`config.mk`:
```
export PLATFORM = sky130hd
export DESIGN_NAME = binary_to_ascii_number_unit
export DESIGN_NICKNAME = d
export VERILOG_FILES = /design/src/design/btoa_pkg.sv /design/src/design/binary_to_ascii_number_unit.sv /design/src/design/btoa_front.sv /design/src/design/btoa_queue.sv /design/src/design/btoa_back.sv
export SDC_FILE = /design/constraint.sdc
export NUM_CORES = 1
export LEC_CHECK = 0
export ABC_AREA = 1
export ABC_CLOCK_PERIOD_IN_PS = 3300
export BUFFER_PORTS_ARGS = -buffer_cell sky130_fd_sc_hd__buf_2
export CAP_MARGIN = 20
export CORE_MARGIN = 2
export CORE_UTILIZATION = 45
export DETAILED_ROUTE_END_ITERATION = 12
export GPL_TIMING_DRIVEN = 0
export PLACE_DENSITY_LB_ADDON = 0.1
export SYNTH_ARGS = -nofsm -noshare
export SYNTH_HDL_FRONTEND = slang
export SYNTH_SLANG_ARGS = --single-unit
```
`constraint.sdc`:
```
create_clock -name clk -period 3.3 [get_ports clk]
set_input_delay 0.66 -clock clk [delete_from_list [all_inputs] [get_ports clk]]
set_output_delay 0.66 -clock clk [all_outputs]
set_load 0.01 [all_outputs]
```
`src/design/btoa_pkg.sv`:
```
// Shared format codes, flag type and character helpers for the number-to-text unit.
package btoa_pkg;

	// Format codes carried on req_type.
	localparam logic [1:0] FMT_SIGNED   = 2'd0;
	localparam logic [1:0] FMT_UNSIGNED = 2'd1;
	localparam logic [1:0] FMT_HEX      = 2'd2;
	localparam logic [1:0] FMT_RESERVED = 2'd3;

	localparam logic [6:0] ASCII_ZERO  = 7'h30;
	localparam logic [6:0] ASCII_ALPHA = 7'h57; // 'a' minus ten
	localparam logic [6:0] ASCII_MINUS = 7'h2d;

	// Per-number flags that travel with the magnitude through the queue.
	typedef struct packed {
		logic neg;
		logic hex;
	} btoa_flags_t;

	function automatic logic [6:0] digit_char(input logic [3:0] d);
		logic [6:0] c;
		if (d < 4'd10) begin
			c = ASCII_ZERO + {3'b000, d};
		end else begin
			c = ASCII_ALPHA + {3'b000, d};
		end
		return c;
	endfunction

endpackage

```
`src/design/binary_to_ascii_number_unit.sv`:
```
// Top level of the binary word to ASCII number text converter.
//
//  channel  direction  handshake              payload
//  num      in         num_valid / num_ready  value[31:0], req_type[1:0]
//  chr      out        chr_valid / chr_ready  ascii_char[6:0], last_char
//
// A decimal number leaves the queue, has every bit of the word shifted through the
// shift-and-add-three loop, drops its leading zero digits one at a time and then
// streams its characters, a minus sign first if it is negative.
// Hex numbers skip the BCD loop.
// Reset empties the queue and the output register; the front keeps taking
// numbers while the back end is busy or the output is stalled, up to two.
module binary_to_ascii_number_unit #(
	parameter int WORD_BITS = 32
) (
	input  logic        clk,
	input  logic        arst_n,
	input  logic        num_valid,
	output logic        num_ready,
	input  logic [31:0] value,
	input  logic [1:0]  req_type,
	output logic        chr_valid,
	input  logic        chr_ready,
	output logic [6:0]  ascii_char,
	output logic        last_char
);
	import btoa_pkg::*;

	// Each queue entry holds the magnitude and the flags that decide how it prints.
	localparam int ENTRY_BITS = WORD_BITS + $bits(btoa_flags_t);

	logic                  q_full;
	logic                  q_push;
	logic                  q_pop;
	logic                  q_nonempty;
	logic [WORD_BITS-1:0]  front_mag;
	btoa_flags_t           front_flags;
	logic [ENTRY_BITS-1:0] q_rdata;
	logic [WORD_BITS-1:0]  back_mag;
	btoa_flags_t           back_flags;

	// The front end decodes the format and negates signed negative words at once.
	btoa_front #(
		.WORD_BITS (WORD_BITS)
	) u_front (
		.num_valid (num_valid),
		.num_ready (num_ready),
		.value     (value),
		.req_type  (req_type),
		.q_full    (q_full),
		.q_push    (q_push),
		.q_mag     (front_mag),
		.q_flags   (front_flags)
	);

	btoa_queue #(
		.DATA_BITS (ENTRY_BITS)
	) u_queue (
		.clk      (clk),
		.arst_n   (arst_n),
		.push     (q_push),
		.wdata    ({front_flags, front_mag}),
		.full     (q_full),
		.pop      (q_pop),
		.rdata    (q_rdata),
		.nonempty (q_nonempty)
	);

	assign back_mag   = q_rdata[WORD_BITS-1:0];
	assign back_flags = q_rdata[ENTRY_BITS-1:WORD_BITS];

	// The back end converts one number at a time and streams its characters,
	// holding each in an output register until the transaction completes.
	btoa_back #(
		.WORD_BITS (WORD_BITS)
	) u_back (
		.clk        (clk),
		.arst_n     (arst_n),
		.q_nonempty (q_nonempty),
		.q_pop      (q_pop),
		.q_mag      (back_mag),
		.q_flags    (back_flags),
		.chr_valid  (chr_valid),
		.chr_ready  (chr_ready),
		.ascii_char (ascii_char),
		.last_char  (last_char)
	);

endmodule

```
`src/design/btoa_front.sv`:
```
// Front end: accepts numbers, decodes the format and forms the magnitude.
module btoa_front #(
	parameter int WORD_BITS = 32
) (
	input  logic                  num_valid,
	output logic                  num_ready,
	input  logic [31:0]           value,
	input  logic [1:0]            req_type,
	input  logic                  q_full,
	output logic                  q_push,
	output logic [WORD_BITS-1:0]  q_mag,
	output btoa_pkg::btoa_flags_t q_flags
);
	import btoa_pkg::*;

	logic [WORD_BITS+31:0] value_ext;
	logic [WORD_BITS-1:0]  word;
	logic                  is_signed;
	logic                  is_neg;

	assign value_ext = {{WORD_BITS{1'b0}}, value};
	assign word      = value_ext[WORD_BITS-1:0];
	assign is_signed = (req_type == FMT_SIGNED);
	assign is_neg    = is_signed && word[WORD_BITS-1];

	// Two's complement negation also yields the most negative value's true magnitude.
	assign q_mag         = is_neg ? WORD_BITS'(~word + WORD_BITS'(1)) : word;
	assign q_flags.neg   = is_neg;
	assign q_flags.hex   = (req_type == FMT_HEX) || (req_type == FMT_RESERVED);

	assign num_ready = !q_full;
	assign q_push    = num_valid && !q_full;

endmodule

```
`src/design/btoa_queue.sv`:
```
// Two-entry queue between the front end and the conversion engine.
module btoa_queue #(
	parameter int DATA_BITS = 34
) (
	input  logic                 clk,
	input  logic                 arst_n,
	input  logic                 push,
	input  logic [DATA_BITS-1:0] wdata,
	output logic                 full,
	input  logic                 pop,
	output logic [DATA_BITS-1:0] rdata,
	output logic                 nonempty
);
	logic [DATA_BITS-1:0] mem_q [2];
	logic                 wr_ptr_q;
	logic                 rd_ptr_q;
	logic [1:0]           count_q;

	assign full     = (count_q == 2'd2);
	assign nonempty = (count_q != 2'd0);
	assign rdata    = mem_q[rd_ptr_q];

	always_ff @(posedge clk) begin
		if (push) begin
			mem_q[wr_ptr_q] <= wdata;
		end
	end

	always_ff @(posedge clk or negedge arst_n) begin
		if (!arst_n) begin
			wr_ptr_q <= 1'b0;
			rd_ptr_q <= 1'b0;
			count_q  <= 2'd0;
		end else begin
			if (push) begin
				wr_ptr_q <= ~wr_ptr_q;
			end
			if (pop) begin
				rd_ptr_q <= ~rd_ptr_q;
			end
			if (push && !pop) begin
				count_q <= count_q + 2'd1;
			end else if (pop && !push) begin
				count_q <= count_q - 2'd1;
			end
		end
	end

endmodule

```
`src/design/btoa_back.sv`:
```
// Back end: binary to BCD conversion, leading zero removal and character output.
module btoa_back #(
	parameter int WORD_BITS = 32
) (
	input  logic                  clk,
	input  logic                  arst_n,
	input  logic                  q_nonempty,
	output logic                  q_pop,
	input  logic [WORD_BITS-1:0]  q_mag,
	input  btoa_pkg::btoa_flags_t q_flags,
	output logic                  chr_valid,
	input  logic                  chr_ready,
	output logic [6:0]            ascii_char,
	output logic                  last_char
);
	import btoa_pkg::*;

	localparam int DEC_DIGITS = (WORD_BITS * 30103) / 100000 + 1;
	localparam int HEX_DIGITS = (WORD_BITS + 3) / 4;
	localparam int NUM_DIGITS = (DEC_DIGITS > HEX_DIGITS) ? DEC_DIGITS : HEX_DIGITS;
	localparam int DIG_BITS   = NUM_DIGITS * 4;
	localparam int CNT_BITS   = $clog2(WORD_BITS + 1);
	localparam int REM_BITS   = $clog2(NUM_DIGITS + 1);

	typedef enum logic [1:0] {
		B_IDLE,
		B_CONV,
		B_SKIP,
		B_EMIT
	} back_state_t;

	back_state_t          state_q;
	logic [WORD_BITS-1:0] sh_q;
	logic [DIG_BITS-1:0]  dig_q;
	logic [DIG_BITS-1:0]  dig_adj;
	logic [CNT_BITS-1:0]  cnt_q;
	logic [REM_BITS-1:0]  rem_q;
	logic                 neg_q;
	logic                 out_valid_q;
	logic [6:0]           char_q;
	logic                 last_q;
	logic [3:0]           top_digit;
	logic                 out_load;

	assign top_digit = dig_q[DIG_BITS-1 -: 4];
	assign out_load  = !out_valid_q || chr_ready;
	assign q_pop     = (state_q == B_IDLE) && q_nonempty;

	assign chr_valid  = out_valid_q;
	assign ascii_char = char_q;
	assign last_char  = last_q;

	// Add-three correction on every BCD digit ahead of each shift.
	always_comb begin
		for (int i = 0; i < NUM_DIGITS; i++) begin
			if (dig_q[i*4 +: 4] >= 4'd5) begin
				dig_adj[i*4 +: 4] = dig_q[i*4 +: 4] + 4'd3;
			end else begin
				dig_adj[i*4 +: 4] = dig_q[i*4 +: 4];
			end
		end
	end

	always_ff @(posedge clk or negedge arst_n) begin
		if (!arst_n) begin
			state_q     <= B_IDLE;
			out_valid_q <= 1'b0;
			neg_q       <= 1'b0;
			cnt_q       <= '0;
			rem_q       <= '0;
			sh_q        <= '0;
			dig_q       <= '0;
			char_q      <= '0;
			last_q      <= 1'b0;
		end else begin
			// In the emit state the output register is refilled instead.
			if (out_valid_q && chr_ready && (state_q != B_EMIT)) begin
				out_valid_q <= 1'b0;
			end
			unique case (state_q)
				B_IDLE: begin
					if (q_nonempty) begin
						neg_q <= q_flags.neg;
						sh_q  <= q_mag;
						rem_q <= REM_BITS'(NUM_DIGITS);
						cnt_q <= CNT_BITS'(WORD_BITS);
						if (q_flags.hex) begin
							dig_q   <= DIG_BITS'(q_mag);
							state_q <= B_SKIP;
						end else begin
							dig_q   <= '0;
							state_q <= B_CONV;
						end
					end
				end
				B_CONV: begin
					dig_q <= {dig_adj[DIG_BITS-2:0], sh_q[WORD_BITS-1]};
					sh_q  <= sh_q << 1;
					cnt_q <= cnt_q - CNT_BITS'(1);
					if (cnt_q == CNT_BITS'(1)) begin
						state_q <= B_SKIP;
					end
				end
				B_SKIP: begin
					// The last digit is always kept, so zero prints as one '0'.
					if ((top_digit == 4'd0) && (rem_q != REM_BITS'(1))) begin
						dig_q <= dig_q << 4;
						rem_q <= rem_q - REM_BITS'(1);
					end else begin
						state_q <= B_EMIT;
					end
				end
				B_EMIT: begin
					if (out_load) begin
						out_valid_q <= 1'b1;
						if (neg_q) begin
							char_q <= ASCII_MINUS;
							last_q <= 1'b0;
							neg_q  <= 1'b0;
						end else begin
							char_q <= digit_char(top_digit);
							last_q <= (rem_q == REM_BITS'(1));
							dig_q  <= dig_q << 4;
							rem_q  <= rem_q - REM_BITS'(1);
							if (rem_q == REM_BITS'(1)) begin
								state_q <= B_IDLE;
							end
						end
					end
				end
				default: begin
					state_q <= B_IDLE;
				end
			endcase
		end
	end

endmodule
```
==> results of run 1 <==
[flip-flops by register name (all words and copies together), names as in the netlist]
name and flops:
u_queue.wr_ptr_q 1, u_back.state_q 2, u_back.dig_q 40, u_back.last_char 1, u_back.cnt_q 6, u_queue.mem_q 68, u_back.neg_q 1, u_back.sh_q 32
u_back.rem_q 4, u_back.ascii_char 7, u_back.chr_valid 1, u_queue.rd_ptr_q 1, u_queue.count_q 2
[where the power goes]
part	leakage, nW	internal (mW)	switching, mW	total (mW)
logic	2.75	1.64	3.36	5.00
registers	1.86	2.94	0.444	3.38
clock network	0.288	1.02	0.943	1.96
[cell type report]
class | instances | area (µm²) | area share [%]
tap | 275 | 344.1 | 3.209
clock buffer | 18 | 429.2 | 4.002
inverter | 105 | 396.6 | 3.699
buffer | 45 | 251.5 | 2.345
clock inverter | 14 | 155.1 | 1.447
timing repair buffer | 50 | 305.3 | 2.847
multi-input combinational | 871 | 4347 | 40.54
sequential | 166 | 4494 | 41.91
[cell families (layout without fill, tap and decap cells)]
logic type               Yosys count  after routing  synth area share [%]
AO/OA/AOI/OAI                    216            216                 12.26
XOR/XNOR                          31             31                 2.866
adder cells (fa/ha/maj)           31             31                 4.094
buffers and inverters            150            232                 6.841
flip-flops                       166            166                 47.44
multiplexers                      20             20                 2.113
AND/OR/NAND/NOR                  573            573                 24.39
[per-stage QoR]
step,power (mW),util (%),TNS (ns)
CTS,10.40,51.50,0
detailed placement,8.405,48.69,0
global placement,8.290,48.28,-13.22
floorplan,6.865,-,0
finish,10.35,51.50,0
global route,11.21,51.50,0
[routing by layer]
metal / vias up / track usage [%]
met5: - / 0
met4: 0 / 6.000
met3: 25 / 3.456
met2: 166 / 40.46
met1: 3679 / 31.16
li1: 4017 / -
[worst reg2reg max path: stages (launching register included)]
cell     delay (ns)
dfrtp_1        0.40
inv_1          0.12
ha_1           0.15
buf_2          0.23
buf_2          0.34
buf_1          0.48
a21oi_1        0.13
a21oi_1        0.16
[layout by cell type, fill, tap and decap left out, types with 7 or more instances in the layout]
cell and instances:
nand2_1 363, inv_8 7, o22ai_1 16, nand3_1 54, buf_2 64, ha_1 31, clkbuf_16 17, o21ai_0 98
mux2i_1 20, o21ai_1 14, dfrtp_1 98, a21oi_1 75, nor2_1 129, clkbuf_1 15, edfxtp_1 68, xor2_1 25
inv_1 98
[synthesized netlist by cell type]
cell type  instances
a21oi_1           75
a21oi_2            4
a21oi_4            2
a31oi_1            1
a32o_1             1
buf_1              4
buf_2             18
buf_4              3
buf_6              5
buf_8              1
clkbuf_1          14
dfrtp_1           98
edfxtp_1          68
ha_1              31
inv_1             98
inv_2              6
inv_4              1
mux2i_1           20
nand2_1          363
nand2_2            1
nand2_4            2
nand3_1           54
nand3_2            1
nand3b_1           1
nand4_1            6
nor2_1           131
nor2_2             5
nor2_4             3
nor3_1             1
nor3b_1            1
o21ai_0           98
o21ai_1           14
o21ai_2            2
o22ai_1           16
o31ai_1            2
o32ai_1            1
or2_1              2
or2_2              2
xnor2_1            6
xor2_1            25
[worst max-delay path by stage]
stage	startpoint	to	slack, ns	cells past startpoint
2_1_floorplan	num_valid	u_queue.mem_q[1][0]$_DFFE_PP_	0.67	2
3_3_place_gp	num_valid	u_queue.mem_q[1][10]$_DFFE_PP_	-0.22	3
3_5_place_dp	value[0]	u_queue.mem_q[0][16]$_DFFE_PP_	0.84	9
6_report	u_back.state_q[1]$_DFFE_PN0P_	u_back.sh_q[19]$_DFFE_PN0P_	1.21	7
5_1_grt	u_back.state_q[1]$_DFFE_PN0P_	u_back.sh_q[29]$_DFFE_PN0P_	1.02	7
4_1_cts	u_back.state_q[1]$_DFFE_PN0P_	u_back.sh_q[19]$_DFFE_PN0P_	1.22	7
==> impl_results.md, run 1 <==
- Status: completed
- Vias per cell: 5.108
- Post-place setup slack: 0.8430 ns
- Buffers added on ports: 47
- Power per Cell Area: 965.2 nW/µm²
- Final WL: ~25000 µm
- Routed WL per cell: about 16 µm
- Slowest cell on the critical path: buf_1
- Routed length on met3: around 890 µm
- Leak pwr: slightly below 5 nW
- Wire length on met2: approximately 12000 µm
- Post-Syn Instances: ~1.2k
- Design area: about 11000 µm²
- Crit share post-route: 63.23%
- Synth area leader: dfrtp_1
- Antenna-violating nets left: 0
- Cells after DPL: between 1.5k and 2k
- Slowest stage delay, CP: between 0.4 and 0.5 ns
- Final setup fails: 0
- Initial core utilization: between 40% and 50%
- Core Region: about 21000 µm²
- Worst skew pair latency: about 0.43 ns
- Final std cells w/o fill: ~1.5k
- Netlist cell types: 40
- Required time of the critical path: approximately 3.7 ns
- Worst-margin pin slew: roughly 0.63 ns
- WHS: 0.2207 ns
- Post-synth top area share: between 20% and 30%
- Max Cap Viol: 0
- Vias in the first global route: between 7k and 8k
- DR DRC count: 0
- Worst EP arrival: approximately 2.4 ns
- Die ar.: about 22000 µm²
- Max layer used: met4
- Cell depth of the worst flop-to-flop path: 7
- Drt first pass iters: 6
- Startpoint type of the worst setup path: flip-flop
- Detail Placement HPWL: about 19000 µm
- Largest net degree at the start of global routing: 59
- Unrepaired setup endpoints after global routing: false
- #FFs+latches synth: around 170
- Worst R2R Start: u_back.state_q[1]$_DFFE_PN0P_
- CTS hold repair buffers: 0
- Max-slew violations: 0
- Area contributors post-synth: dfrtp_1 26%, edfxtp_1 22%, nand2_1 14%, nor2_1 5.2%, o21ai_0 5.2%
- First DRT Iteration DRCs: 513
- Period minus WS final: about 2.1 ns
- CTS tree: done
- Final hold violation count: 0
- CP top delay family: buffers and inverters
- GRT overflow: 0
- Syn. warnings: 0
- Clock Skew: ~0.013 ns
- Area growth syn-to-layout: 13.18%
- FF-to-FF setup slack: ~1.2 ns
- Sequential fraction of the synthesis area: between 40% and 50%
- Initial antenna violation count: 0
- Post-synthesis cell area: around 9500 µm²
- RR Endpoint: u_back.sh_q[19]$_DFFE_PN0P_
- Num ports: 48
- Post-Syn Nets: 1256
- Syn_area_per_cell: 7.982 µm²
- Clock tree buffer depth: 2
- CTS clk-pin slew, worst paths: about 0.07 ns
- Die span in x: about 150 µm
- Final RePlAce weighted congestion: 0.8880
- DR vias: 7887
- Postcts setup bufs: 0
- CTS resizes: 0
- HP Class: primary input to asynchronous set/reset pin
- Final setup margin: roughly 1.2 ns
- CTS sink count: 166
- Antenna diode count: 0
- Max rail drop VDD: 0.4168 mV
- Post-DP Area: ~10000 µm²
- Share of cells above drive strength 1: 10.95%
- CP endpoint kind: flip-flop
- Htree depth: 4
- FP Rows: 53
- Overall Global Routing Usage: between 20% and 30%
- Max Clock Freq: around 0.48 GHz
- WP buf/inv: 4
- # fillers: 2075
- Final net count: 1325
- First-pass GRT wire length: 40430 µm
- CP max FO: 10
- WS Path Type: flip-flop to flip-flop
- CTS buffer count: 17
- Relative slew slack: 58.23%
- Cells along the critical path: inv_1 > ha_1 > buf_2 > buf_2 > buf_1 > a21oi_1 > a21oi_1
- Wl on met1: between 10000 and 15000 µm
- CTS Root Cell: clkbuf_16
- DIE HEIGHT: about 150 µm
Power figures use the tool's default switching activity.
==> run 2, diff against run 1 <==
Settings changed: ABC_CLOCK_PERIOD_IN_PS 3300 to 1970.
Clock period 3.3 ns to 1.97 ns, I/O delays scaled along.
==> impl_results.md, run 2 (same netlist as run 1, synthesis figures left out) <==
- Status: completed (unchanged)
- Slowest cell on the critical path: dfrtp_1 (was buf_1)
- Period minus WS final: 1.853 ns (was 2.086 ns)
- Buffers added on ports: 47 (unchanged)
- Routed WL per cell: 16.19 µm (was 16.14 µm)
- Required time of the critical path: 2.34 ns (was 3.65 ns)
- CP endpoint kind: flip-flop (unchanged)
- Die ar.: 22230 µm² (unchanged)
- DIE HEIGHT: 149.1 µm (unchanged)
- Vias per cell: 5.133 (was 5.108)
- First DRT Iteration DRCs: 543 (was 513)
- Final setup margin: 0.1166 ns (was 1.214 ns)
- Htree depth: 4 (unchanged)
- Final Util: 51.87% (was 51.50%)
- DR vias: 7930 (was 7887)
- Top Registers: u_queue.mem_q (68), u_back.dig_q (40), u_back.sh_q (32) (unchanged)
- Final WL: 25020 µm (was 24920 µm)
- Largest net degree at the start of global routing: 67 (was 59)
- Worst EP arrival: 2.22 ns (was 2.43 ns)
- Core Region: 20820 µm² (unchanged)
- Final std cells w/o fill: 1545 (was 1544)
- CTS tree: done (unchanged)
- WHS: 0.1850 ns (was 0.2207 ns)
- Share of cells above drive strength 1: 12.52% (was 10.95%)
- Clock Skew: 0.009722 ns (was 0.01267 ns)
- Worst-margin pin slew: 0.6018 ns (was 0.6266 ns)
- DR DRC count: 0 (unchanged)
- Vias in the first global route: 7730 (was 7691)
- Cells along the critical path: inv_2 > ha_2 > inv_2 > a21oi_4 > inv_2 > buf_2 > nor2_1 > o21ai_0 > nand2_1 (was inv_1 > ha_1 > buf_2 > buf_2 > buf_1 > a21oi_1 > a21oi_1)
- Antenna diode count: 0 (unchanged)
- # fillers: 2048 (was 2075)
- FP Rows: 53 (unchanged)
- Number of flip-flops in the largest register: 68 (unchanged)
- Cells after DPL: 1512 (unchanged)
- Detail Placement HPWL: 18960 µm (was 18760 µm)
- Unrepaired setup endpoints after global routing: false (unchanged)
- CTS Root Cell: clkbuf_16 (unchanged)
- Initial core utilization: 45.50% (unchanged)
- Post-place setup slack: -0.2329 ns (was 0.8430 ns)
- First-pass GRT wire length: 40610 µm (was 40430 µm)
- Leak pwr: 4.946 nW (was 4.904 nW)
- HP Class: primary input to flip-flop (was primary input to asynchronous set/reset pin)
- Largest Register: u_queue.mem_q (unchanged)
- CTS sink count: 166 (unchanged)
- Clock tree buffer depth: 2 (unchanged)
- Most frequent CP cell: inv_2
- Crit share post-route: 94.08% (was 63.23%)
- Max Cap Viol: 0 (unchanged)
- Area growth syn-to-layout: 14.01% (was 13.18%)
- Max-slew violations: 0 (unchanged)
- Die span in x: 149.1 µm (unchanged)
- Worst skew pair latency: 0.44 ns (was 0.43 ns)
- CP max FO: 10 (unchanged)
- Drt first pass iters: 5 (was 6)
- Post-DP Area: 10140 µm² (unchanged)
- Initial antenna violation count: 0 (unchanged)
- Design area: 10800 µm² (was 10720 µm²)
- Power per Cell Area: 1622 nW/µm² (was 965.2 nW/µm²)
- Final net count: 1326 (was 1325)
- Slowest stage delay, CP: 0.41 ns (was 0.48 ns)
- Final RePlAce weighted congestion: 0.8774 (was 0.8880)
- GRT overflow: 0 (unchanged)
- Max Clock Freq: 0.5396 GHz (was 0.4793 GHz)
- Startpoint type of the worst setup path: flip-flop (unchanged)
- Final setup fails: 0 (unchanged)
- Num ports: 48 (unchanged)
- CTS buffer count: 17 (unchanged)
- Overall Global Routing Usage: 23.66% (was 23.49%)
- Max rail drop VDD: 0.6129 mV (was 0.4168 mV)
- Commonest non-fill, non-tap cell in the layout: nand2_1 (unchanged)
- CTS clk-pin slew, worst paths: 0.07 ns (about the same)
- Commonest cells after routing, fill and taps aside: 363 x nand2_1, 126 x nor2_1, 98 x o21ai_0, 98 x dfrtp_1, 95 x inv_1 (was 363 x nand2_1, 129 x nor2_1, 98 x inv_1, 98 x o21ai_0, 98 x dfrtp_1)
- Antenna-violating nets left: 0 (unchanged)
- Final hold violation count: 0 (unchanged)
- Relative slew slack: 59.88% (was 58.23%)
- WS Path Type: flip-flop to flip-flop (unchanged)
-- run 2: cell types whose count changed in the layout (fill, tap and decap cells not counted), moves of 2 or more --
cell and delta:
ha_1 -2, buf_2 -2, clkbuf_4 +3, nor2_2 +3, clkbuf_2 +9, nor2_1 -3
inv_1 -3, clkbuf_1 -11, inv_2 +3
-- run 2: what timing repair did --
| action | CTS | global route |
|---|---|---|
| buffers inserted | 0 | 1 |
| endpoints found under the setup margin | 43 | 68 |
| endpoints found under the hold margin | 32 | 0 |
| gates resized for setup | 7 | 22 |
| hold buffers | 1 | 0 |
-- run 2: worst paths after layout --
| path | end | start | slack, ns | depth (start not counted) |
|---|---|---|---|---|
| setup / recovery | u_back.dig_q[13]$_DFFE_PN0P_ | u_back.state_q[0]$_DFFE_PN0P_ | 0.12 | 9 |
| hold / removal | u_queue.mem_q[1][0]$_DFFE_PP_ | value[0] | 0.18 | 1 |
| setup reg to reg | u_back.dig_q[13]$_DFFE_PN0P_ | u_back.state_q[0]$_DFFE_PN0P_ | 0.12 | 9 |
| hold reg to reg | u_back.ascii_char[5]$_DFFE_PN0P_ | u_back.ascii_char[5]$_DFFE_PN0P_ | 0.47 | 1 |
| max in group asynchronous | u_back.sh_q[11]$_DFFE_PN0P_ | arst_n | 0.81 | 3 |
| min in group asynchronous | u_back.ascii_char[5]$_DFFE_PN0P_ | arst_n | 0.45 | 2 |
-- run 2: per-layer routing --
metal  global-route usage, %  share of wire (%)
met4                   6.190                1.5
met1                   31.86                 46
met3                   3.792                3.8
met2                   39.91                 49
met5                       0                  0
-- run 2: report_power, final --
group	total, mW	switching [mW]	internal, mW
registers	5.66	0.734	4.92
logic	8.53	5.68	2.86
clock network	3.33	1.59	1.74
-- run 2: through the flow --
stage / total power [mW] / TNS [ns]
after floorplan: 11.50 / -0.3958
after global placement: 13.93 / -102.49
after detailed placement: 14.13 / -3.530
after CTS: 17.55 / 0
after global routing: 18.99 / 0
final: 17.52 / 0
-- run 2: layout make-up --
class | count | area (µm²) | share of cell area [%]
multi-input combinational | 871 | 4377 | 40.52
timing repair buffer | 52 | 322.8 | 2.989
tap | 275 | 344.1 | 3.185
inverter | 105 | 396.6 | 3.672
clock buffer | 18 | 439.2 | 4.066
sequential | 166 | 4494 | 41.61
buffer | 44 | 267.8 | 2.479
clock inverter | 14 | 160.2 | 1.483
-- run 2: worst max-delay path: cells and delay by family (launching register included) --
family / cells / cell delay, ns
adder cells (fa/ha/maj): 1 / 0.23
buffers and inverters: 4 / 0.48
AO/OA/AOI/OAI: 2 / 0.35
AND/OR/NAND/NOR: 2 / 0.32
flip-flops: 1 / 0.41
